**src/rtl/core/hmm_forward_probability_defines.svh**
```systemverilog
// ----------------------------------------------------------------------------
// hmm forward probability assertion macros
// concurrent assertion forms for the hmm_forward_probability module
// ----------------------------------------------------------------------------
`ifndef HMM_FORWARD_PROBABILITY_DEFINES_SVH
`define HMM_FORWARD_PROBABILITY_DEFINES_SVH

// implication checked on every rising clock edge outside reset
`define HFP_ASSERT_IMP(lbl, clk_s, rst_s, ante, cons) \
    lbl: assert property (@(posedge clk_s) disable iff (!rst_s) (ante) |-> (cons)) \
        else $error("hfp assertion failed");

// next-cycle implication
`define HFP_ASSERT_NXT(lbl, clk_s, rst_s, ante, cons) \
    lbl: assert property (@(posedge clk_s) disable iff (!rst_s) (ante) |=> (cons)) \
        else $error("hfp assertion failed");

`endif

```
**src/rtl/core/hfp_pkg.sv**
```systemverilog
// ----------------------------------------------------------------------------
// hfp package
// shared types and constants of the hmm forward probability block
// ----------------------------------------------------------------------------
package hfp_pkg;

    localparam int MAX_STATES_DEF  = 16;
    localparam int MAX_SYMBOLS_DEF = 16;

    localparam int VAL_W   = 17;
    localparam int ALPHA_W = 32;
    localparam int ACC_W   = 56;
    localparam int SUM_W   = 33;
    localparam int DATA_W  = 32;
    localparam int CFG_W   = 5;

    localparam logic [VAL_W-1:0] ONE_Q16 = 17'h10000;

    typedef enum logic [1:0]
    {
        KIND_TRANS = 2'd0,
        KIND_EMIT  = 2'd1,
        KIND_INIT  = 2'd2,
        KIND_OBS   = 2'd3
    } kind_t;

    typedef enum logic [2:0]
    {
        ST_IDLE,
        ST_MAC,
        ST_EMUL,
        ST_SHIFT,
        ST_SUM,
        ST_OUT
    } state_t;

    // control from sequencer to each cell
    typedef struct packed
    {
        logic shift;     // rotate the alpha ring by one cell
        logic load_new;  // latch new alpha into the ring
    } cell_ctl_t;

    function automatic logic [ALPHA_W-1:0] sat32(input logic [63:0] v);
        logic [ALPHA_W-1:0] r;
        r = (v[63:ALPHA_W] != '0) ? '1 : v[ALPHA_W-1:0];
        return r;
    endfunction

endpackage

```
**src/rtl/core/hfp_cell.sv**
```systemverilog
// ----------------------------------------------------------------------------
// hfp cell
// one alpha slot of the ring; alpha values circulate through the chain
// ----------------------------------------------------------------------------
module hfp_cell
(
    input  logic                         clk,
    input  logic                         rst_n,
    input  hfp_pkg::cell_ctl_t           ctl,
    input  logic [hfp_pkg::ALPHA_W-1:0]  alpha_in,
    input  logic [hfp_pkg::ALPHA_W-1:0]  new_alpha,
    output logic [hfp_pkg::ALPHA_W-1:0]  alpha_out
);
    import hfp_pkg::*;

    logic [ALPHA_W-1:0] alpha_reg;
    logic [ALPHA_W-1:0] alpha_next;

    always_comb
    begin
        alpha_next = alpha_reg;
        if (ctl.load_new)
            alpha_next = new_alpha;
        else if (ctl.shift)
            alpha_next = alpha_in;
    end

    always_ff @(posedge clk or negedge rst_n)
    begin
        if (!rst_n)
            alpha_reg <= '0;
        else
            alpha_reg <= alpha_next;
    end

    assign alpha_out = alpha_reg;
endmodule

```
**config.mk**
```make
export PLATFORM = sky130hd
export DESIGN_NAME = hfp_cell
export DESIGN_NICKNAME = d
export VERILOG_FILES = /design/src/rtl/core/hmm_forward_probability_defines.svh /design/src/rtl/core/hfp_pkg.sv /design/src/rtl/core/hfp_cell.sv
export SDC_FILE = /design/constraint.sdc
export NUM_CORES = 1
export LEC_CHECK = 0
export CORE_AREA = 2 2 44 67
export DETAILED_ROUTE_END_ITERATION = 8
export DIE_AREA = 0 0 46 69
export DONT_BUFFER_PORTS = 1
export GPL_ROUTABILITY_DRIVEN = 0
export PLACE_DENSITY_LB_ADDON = 0.08
export SLEW_MARGIN = 5
export SYNTH_ARGS = -nofsm -noshare
export SYNTH_HDL_FRONTEND = slang
export SYNTH_SLANG_ARGS = --single-unit
```
**constraint.sdc**
```tcl
create_clock -name clk -period 0.8 [get_ports clk]
set_input_delay 0.08 -clock clk [delete_from_list [all_inputs] [get_ports clk]]
set_output_delay 0.08 -clock clk [all_outputs]
set_load 0.02 [all_outputs]
```
==> key figures, run 1 <==
Outcome
  – Outcome: complete, but fails checks
  – Failing checks: negative hold slack, negative setup slack

Clock tree
  – Total CTS buffers: 5
  – CTS tree: yes
  – H-tree levels: 2
  – Clock Sinks: 32
  – Clock Latency Late Sink: 0.27 ns
  – Root Driver: clkbuf_8
  – Clk buf depth: 2
  – CTS clk-pin slew, worst paths: 0.06 ns

Floorplanning
  – Chip Height: 69 µm
  – Number of top-level pins: 100
  – Core area: 2590 µm²
  – DIE AREA: 3170 µm²
  – # rows: 23
  – Die Wd: 46 µm
  – Starting Density: 0.585

Synthesis
  – Syn Area/Cell: 10.9 µm²
  – Synthesized cell area: 1520 µm²
  – Syn Nets: 207
  – Yosys warns: 0
  – Sequential area share after synthesis: 0.528
  – Top-area cell type share of the netlist area: 0.528
  – Seq cells post-synth: 32
  – Synthesized instance count: 139
  – Yosys cell types: 9
  – Top post-synthesis cells by area: dfrtp_1 53%, mux2i_1 21%, o21ai_1 9.2%, nand2_1 7.9%, buf_12 4.0%
  – Largest area contributor in the netlist: dfrtp_1

Detailed routing
  – Met3 Wirelength: 254 µm
  – Via density: 5.66
  – Vias: 1148
  – Routed WL per cell: 16.5 µm
  – Top Layer Used: met4
  – M1 WL: 1.22 mm
  – Initial detailed-routing violation count: 21
  – DRT antenna net count: 0
  – Final wirelength: 3.35 mm
  – WL met2: 1.81 mm
  – DR pass1 iterations: 3
  – Post-route DRC: 0

Global routing
  – Number of global-route vias before repair: 1109
  – Largest net degree at the start of global routing: 65
  – Initial antenna violation count: 0
  – Global-route wire length before repair: 4.89 mm
  – Gr usage total: 0.210
  – Total gr overflow: 0

Power
  – Peak VDD IR: 1800 µV
  – Pwr Total: 3.98 mW
  – Pwr per Cell Area: 2000 nW/µm²
  – Leak: 0.981 nW

STA
  – RSZ-0062 raised after global routing: true
  – Tmin final: 0.908 ns
  – Rel. slew slack: 0.866
  – Fin Hold WS: -0.502 ns
  – Fmax: 1100 MHz
  – Max Slew Vio Count: 0
  – Skew final: 0 ns
  – Fin crit share: 1.13
  – Final hold viol count: 64
  – Worst setup margin: -0.108 ns
  – Worst slew pin tran: 0.196 ns
  – Final setup fails: 42
  – Setup_tns: -3.10 ns

Layout
  – Layout area overhead: 31.3%
  – Flip-flop and latch area: 801 µm²
  – Most frequent cells in the layout: 35 x buf_6, 32 x nand2_1, 32 x dfrtp_1, 31 x mux2i_1, 29 x o21ai_1
  – Layout cells sized above 1: 0.287
  – Area of the multi-input gates: 621 µm²
  – Antenna diodes: 0
  – Max reg flops: 32
  – NumNets Final: 245
  – Commonest non-fill, non-tap cell in the layout: buf_6
  – Layout fillers: 190

Worst setup path
  – Slowest stage delay, CP: 0.41 ns
  – Crit-path slowest cell: dfrtp_1
  – Worst EP arrival: 0.83 ns
  – Crit-path cells: buf_6
  – Endpoint class of the critical path: output port
  – Cell family with most CP delay: flip-flops
  – Crit-path max FO: 2
  – Critical Setup Path Class: flop to output port
  – Buf+Inv Stages, Crit Path: 1
  – Worst path required time: 0.72 ns
  – Startpoint types: flop

Place
  – # port buffers: 0
  – Hpwl dp: 2.18 mm

Hold path
  – Hold Path Class: input port to async pin

Run
  – Max cap viols: 0
routing by layer:
metal / vias up / GRT usage
met1: 536 / 0.236
met5: - / 0
met4: 0 / 0.0667
met3: 6 / 0.0654
met2: 57 / 0.360
li1: 549 / -
metrics by stage:
step | setup slack [ns] | util | std cells | cell area [µm²]
after floorplan | 0.0225 | - | 139 | 1520
after global placement | 0.111 | 0.649 | 185 | 1680
after detailed placement | 0.0673 | 0.649 | 185 | 1680
after CTS | -0.0967 | 0.747 | 199 | 1940
after global routing | -0.143 | 0.768 | 203 | 1990
final | -0.108 | 0.768 | 203 | 1990
power by group:
group,internal [mW],switching (mW),leakage (nW)
Clock,0.700,0.521,0.0455
Sequential,1.77,0.115,0.386
Combinational,0.496,0.373,0.550
Total,2.97,1.01,0.981
cells in the mapped netlist, drive strengths merged:
library cell / instances
nand2: 32
buf: 11
o21ai: 32
dfrtp: 32
mux2i: 32
repair_timing:
item                                   in CTS  in global routing
setup buffers                               6                  4
pin swaps                                   0                  3
endpoints found under the hold margin      64                 64
resized for setup                          32                  6
setup endpoints to repair                  32                 38
final cells by class:
type | count | area share
tap | 25 | 0.0157
multi-input combinational | 96 | 0.312
timing repair buffer | 42 | 0.225
clock buffer | 8 | 0.0453
sequential | 32 | 0.403
kinds of logic after synthesis:
logic type / count (synthesis) / share of synthesized area
AOI/OAI and AO/OA: 32 / 0.111
buffers and inverters: 11 / 0.0702
and+or+nand+nor: 32 / 0.0793
DFF: 32 / 0.528
muxes: 32 / 0.211
path summary, 6_finish.rpt:
check | from | end | slack, ns | depth (start not counted)
max in group asynchronous | rst_n | alpha_out[25] | 1.22 | 0
max reg2reg | alpha_out[17] | alpha_out[17] | -0.10 | 3
min in group clk | ctl[0] | alpha_out[11] | -0.12 | 1
max | alpha_out[15] | alpha_out[15] | -0.11 | 1
min | rst_n | alpha_out[28] | -0.50 | 0
min reg2reg | alpha_out[28] | alpha_out[28] | 0.58 | 2
(Power assumes the default switching activity.)
==> inputs of run 2 (changes only) <==
--- a/config.mk
+++ b/config.mk
@@ -5,9 +5,11 @@
 export SDC_FILE = /design/constraint.sdc
 export NUM_CORES = 1
 export LEC_CHECK = 0
-export CORE_AREA = 2 2 44 67
+export CELL_PAD_IN_SITES_DETAIL_PLACEMENT = 2
+export CELL_PAD_IN_SITES_GLOBAL_PLACEMENT = 2
+export CORE_AREA = 2 2 58 87
 export DETAILED_ROUTE_END_ITERATION = 8
-export DIE_AREA = 0 0 46 69
+export DIE_AREA = 0 0 60 89
 export DONT_BUFFER_PORTS = 1
 export GPL_ROUTABILITY_DRIVEN = 0
 export PLACE_DENSITY_LB_ADDON = 0.08
==> run 2 against run 1 <==
Against the previous run:
- the run still ends with negative hold slack, negative setup slack left
- flip-flop and latch count unchanged
- global-route usage decreased by 6.0 points
- clock skew unchanged
- utilization decreased by 32 points
- maximum frequency increased by 0.97%
- via count increased by 4.4%
- critical endpoint is now alpha_out[13]
==> key figures, run 2 (synthesized netlist as in run 1, its figures left out) <==
Clock tree
  – Clock Sinks: 32
  – Clock Latency Late Sink: 0.27 ns
  – Clk buf depth: 2
  – Total CTS buffers: 5
  – H-tree levels: 2
  – CTS clk-pin slew, worst paths: 0.06 ns
  – Root Driver: clkbuf_8
  – CTS tree: yes

Detailed routing
  – Final wirelength: 4.04 mm
  – Via density: 5.02
  – Initial detailed-routing violation count: 37
  – DR pass1 iterations: 3
  – Routed WL per cell: 16.9 µm
  – Post-route DRC: 0
  – DRT antenna net count: 0
  – Vias: 1199

Outcome
  – Failing checks: negative hold slack, negative setup slack
  – Outcome: complete, but fails checks

Worst setup path
  – Startpoint types: flop
  – Endpoint class of the critical path: output port
  – Worst path required time: 0.72 ns
  – Crit-path slowest cell: dfrtp_1
  – Buf+Inv Stages, Crit Path: 1
  – Slowest stage delay, CP: 0.41 ns
  – Worst EP arrival: 0.82 ns
  – Crit-path cells: buf_6
  – Cell family with most CP delay: flip-flops
  – Crit-path max FO: 2
  – Critical Setup Path Class: flop to output port

Power
  – Leak: 0.976 nW
  – Peak VDD IR: 1030 µV
  – Pwr per Cell Area: 1990 nW/µm²

STA
  – Rel. slew slack: 0.889
  – Final hold viol count: 64
  – Fmax: 1110 MHz
  – Final setup fails: 40
  – Worst setup margin: -0.0990 ns
  – Worst slew pin tran: 0.162 ns
  – Max Slew Vio Count: 0
  – Fin crit share: 1.12
  – Fin Hold WS: -0.502 ns
  – RSZ-0062 raised after global routing: true
  – Tmin final: 0.899 ns
  – Setup_tns: -2.86 ns
  – Skew final: 0 ns

Global routing
  – Gr usage total: 0.151
  – Initial antenna violation count: 0
  – Total gr overflow: 0
  – Largest net degree at the start of global routing: 65
  – Number of global-route vias before repair: 1370
  – Global-route wire length before repair: 6.04 mm

Hold path
  – Hold Path Class: input port to async pin

Floorplanning
  – DIE AREA: 5340 µm²
  – # rows: 30
  – Starting Density: 0.334
  – Die Wd: 60 µm
  – Chip Height: 89 µm
  – Number of top-level pins: 100
  – Core area: 4540 µm²

Run
  – Max cap viols: 0

Place
  – Post-DP Area: 1730 µm²
  – Hpwl dp: 2.81 mm
  – Worst slack, placed: 0.0352 ns
  – # port buffers: 0

Layout
  – Layout cells sized above 1: 0.291
  – Antenna diodes: 0
  – Layout area overhead: 34.8%
  – Design area: 2040 µm²
  – Commonest non-fill, non-tap cell in the layout: buf_6
  – Most frequent cells in the layout: 35 x buf_6, 32 x nand2_1, 32 x dfrtp_1, 30 x mux2i_1, 28 x o21ai_1
  – Max reg flops: 32
  – NumNets Final: 243
## run 2: cell types whose count changed in the layout (fill, tap and decap cells not counted)
cell | before | now
o21ai_0 | 1 | 2
buf_4 | 7 | 5
mux2i_4 | 1 | 2
clkbuf_8 | 6 | 7
clkbuf_1 | 2 | 0
o21ai_1 | 29 | 28
mux2i_1 | 31 | 30
## run 2: area by class of cell
type	count	area [µm²]
multi-input cells	96	633
clock buffers	7	96.3
fillers	489	2500
flip-flops and latches	32	801
well taps	64	80.1
repair buffers	40	432
## run 2: final timing paths
path | startpoint | to | slack [ns] | cells after the start
worst max register to register | alpha_out[19] | alpha_out[19] | -0.07 | 3
worst max-delay path | alpha_out[13] | alpha_out[13] | -0.1 | 1
max in group asynchronous | rst_n | alpha_out[9] | 1.22 | 0
min in group clk | ctl[0] | alpha_out[11] | -0.11 | 1
worst min-delay path | rst_n | alpha_out[6] | -0.50 | 0
worst min register to register | alpha_out[26] | alpha_out[26] | 0.57 | 2
## run 2: through the flow
stage	cells	util	power, mW	hold WS (ns)
5_1_grt	239	0.450	4.28	-0.527
6_report	239	0.450	4.05	-0.502
2_1_floorplan	139	-	2.40	-0.216
3_5_place_dp	224	0.381	2.59	-0.215
3_3_place_gp	224	0.381	2.55	-0.215
4_1_cts	239	0.442	4.10	-0.519
## run 2: per-layer routing
metal  GRT usage  part of all wire
met1       0.162              0.36
met2       0.279              0.56
met3      0.0405             0.070
met4      0.0485            0.0059
met5           0                 0
## run 2: repair_timing
| item | CTS | global route |
|---|---|---|
| hold endpoints to repair | 64 | 64 |
| pin swaps | 0 | 3 |
| resized for setup | 32 | 7 |
| buffers inserted | 8 | 0 |
| setup endpoints to repair | 32 | 42 |
## run 2: report_power, final
| group | internal, mW | switching, mW |
|---|---|---|
| Clock | 0.765 | 0.538 |
| Combinational | 0.491 | 0.375 |
| Sequential | 1.77 | 0.115 |
==> inputs of run 3 (changes only) <==
--- a/config.mk
+++ b/config.mk
@@ -7,9 +7,9 @@
 export LEC_CHECK = 0
 export CELL_PAD_IN_SITES_DETAIL_PLACEMENT = 2
 export CELL_PAD_IN_SITES_GLOBAL_PLACEMENT = 2
-export CORE_AREA = 2 2 58 87
+export CORE_AREA = 2 2 67 76
 export DETAILED_ROUTE_END_ITERATION = 8
-export DIE_AREA = 0 0 60 89
+export DIE_AREA = 0 0 69 78
 export DONT_BUFFER_PORTS = 1
 export GPL_ROUTABILITY_DRIVEN = 0
 export PLACE_DENSITY_LB_ADDON = 0.08
==> run 3 against run 2 <==
Against the previous run:
- the flow still finishes with violations (negative hold slack, negative setup slack)
- routed wire length decreased by 0.17%
- utilization fell by 1.7 points
- cell count shrank 4.2%
- cell area down 3.6%
- first-iteration DRC count down 38%
- sequential share of layout area grew 1.5 points
- flip-flop and latch count is the same
- non-clock buffer count unchanged
- combinational power fell by 2.8%
- critical endpoint is now alpha_out[31]
- highest routed layer unchanged
==> key figures, run 3 (synthesized netlist as in run 1, its figures left out) <==
Global routing
  – Initial antenna violation count: 0
  – Global-route wire length before repair: 6.78 mm
  – Number of global-route vias before repair: 1364
  – Total gr overflow: 0
  – Gr usage total: 0.158
  – Largest net degree at the start of global routing: 65

STA
  – Worst setup margin: -0.101 ns
  – Rel. slew slack: 0.882
  – Setup_tns: -2.87 ns
  – Final hold viol count: 64
  – Tmin final: 0.901 ns
  – Max Slew Vio Count: 0
  – Fmax: 1110 MHz
  – RSZ-0062 raised after global routing: true
  – Skew final: 0 ns
  – Final setup fails: 40
  – Worst slew pin tran: 0.172 ns
  – Fin crit share: 1.13
  – Fin Hold WS: -0.502 ns

Worst setup path
  – Slowest stage delay, CP: 0.41 ns
  – Crit-path slowest cell: dfrtp_1
  – Worst path required time: 0.72 ns
  – Critical Setup Path Class: flop to output port
  – Startpoint types: flop
  – Reg-to-Reg End: alpha_out[17]
  – Worst EP arrival: 0.82 ns
  – Crit-path max FO: 2
  – R2r setup slk: -0.06 ns
  – R2R cell count: 3
  – Endpoint class of the critical path: output port
  – Cell family with most CP delay: flip-flops
  – Crit-path cells: buf_6
  – RR Startpoint: alpha_out[17]
  – Critical Path Start: alpha_out[31]
  – Buf+Inv Stages, Crit Path: 1

Clock tree
  – Root Driver: clkbuf_8
  – Clock Latency Late Sink: 0.27 ns
  – Total CTS buffers: 5
  – CTS tree: yes
  – Clock Sinks: 32
  – Clk buf depth: 2
  – CTS clk-pin slew, worst paths: 0.06 ns
  – H-tree levels: 2

Detailed routing
  – DR pass1 iterations: 3
  – Routed WL per cell: 17.6 µm
  – Via density: 5.09
  – Post-route DRC: 0
  – Initial detailed-routing violation count: 23
  – Vias: 1166
  – DRT antenna net count: 0
  – Final wirelength: 4.03 mm

Layout
  – NumNets Final: 243
  – Layout area overhead: 29.9%
  – Max reg flops: 32
  – Layout cells sized above 1: 0.272
  – Most frequent cells in the layout: 32 x mux2i_1, 32 x nand2_1, 32 x dfrtp_1, 32 x buf_6, 30 x o21ai_1
  – Antenna diodes: 0
  – Layout fillers: 491

Floorplanning
  – Starting Density: 0.333
  – DIE AREA: 5380 µm²
  – Core area: 4550 µm²
  – Chip Height: 78 µm
  – Die Wd: 69 µm
  – Number of top-level pins: 100
  – # rows: 26

Power
  – Sw frac: 0.265
  – Sequential power share: 0.495
  – Pwr per Cell Area: 1930 nW/µm²
  – Leak: 0.959 nW
  – Switch Pwr: 1.01 mW
  – Peak VDD IR: 784 µV
  – Pint: 2.80 mW
  – Comb power frac: 0.221
  – Clock share of power: 0.284

Outcome
  – Outcome: complete, but fails checks
  – Failing checks: negative hold slack, negative setup slack

Hold path
  – Hold Path Class: input port to async pin

Place
  – # port buffers: 0
  – Worst slack, placed: 0.0518 ns
  – Hpwl dp: 2.84 mm

Run
  – Max cap viols: 0
## run 3: per-stage QoR
step	utilization	area (µm²)	hold slack, ns	instances	power, mW
after floorplan	-	1520	-0.216	139	2.40
after global placement	0.377	1720	-0.215	216	2.55
after detailed placement	0.377	1720	-0.215	216	2.59
after CTS	0.430	1960	-0.517	228	3.87
after global routing	0.432	1970	-0.520	229	4.01
final	0.432	1970	-0.502	229	3.81
## run 3: routing by layer
metal	wire (µm)	GRT usage	up-vias
met3	289	0.0429	6
met1	1550	0.189	557
met4	48	0.0471	0
li1	-	-	540
met2	2150	0.278	63
met5	0	0	-
## run 3: power by group through the flow
stage / logic (mW) / registers [mW] / clock network (mW)
after detailed placement: 0.708 / 1.88 / 0
after CTS: 0.846 / 1.88 / 1.15
after global placement: 0.683 / 1.87 / 0
final: 0.841 / 1.88 / 1.08
after global routing: 0.902 / 1.90 / 1.20
after floorplan: 0.335 / 2.06 / 0
## run 3: worst max path at each step
| stage | end | depth (start not counted) | slack [ns] |
|---|---|---|---|
| finish | alpha_out[31] | 1 | -0.10 |
| global route | alpha_out[31] | 1 | -0.13 |
| CTS | alpha_out[3] | 1 | -0.11 |
| detailed placement | alpha_out[18] | 2 | 0.05 |
| global placement | alpha_out[11] | 2 | 0.11 |
| floorplan | alpha_out[11] | 2 | 0.02 |
## run 3: area by class of cell
| cell class | count | area [µm²] | area share |
|---|---|---|---|
| timing repair buffer | 40 | 420 | 0.214 |
| tap | 56 | 70.1 | 0.0356 |
| clock buffer | 5 | 68.8 | 0.0350 |
| sequential | 32 | 801 | 0.407 |
| multi-input combinational | 96 | 608 | 0.309 |
## run 3: timing repair
| item | in CTS | in global routing |
|---|---|---|
| pin swaps | 0 | 1 |
| endpoints found under the setup margin | 32 | 41 |
| hold endpoints to repair | 64 | 64 |
| setup buffers | 7 | 1 |
| resized for setup | 33 | 1 |
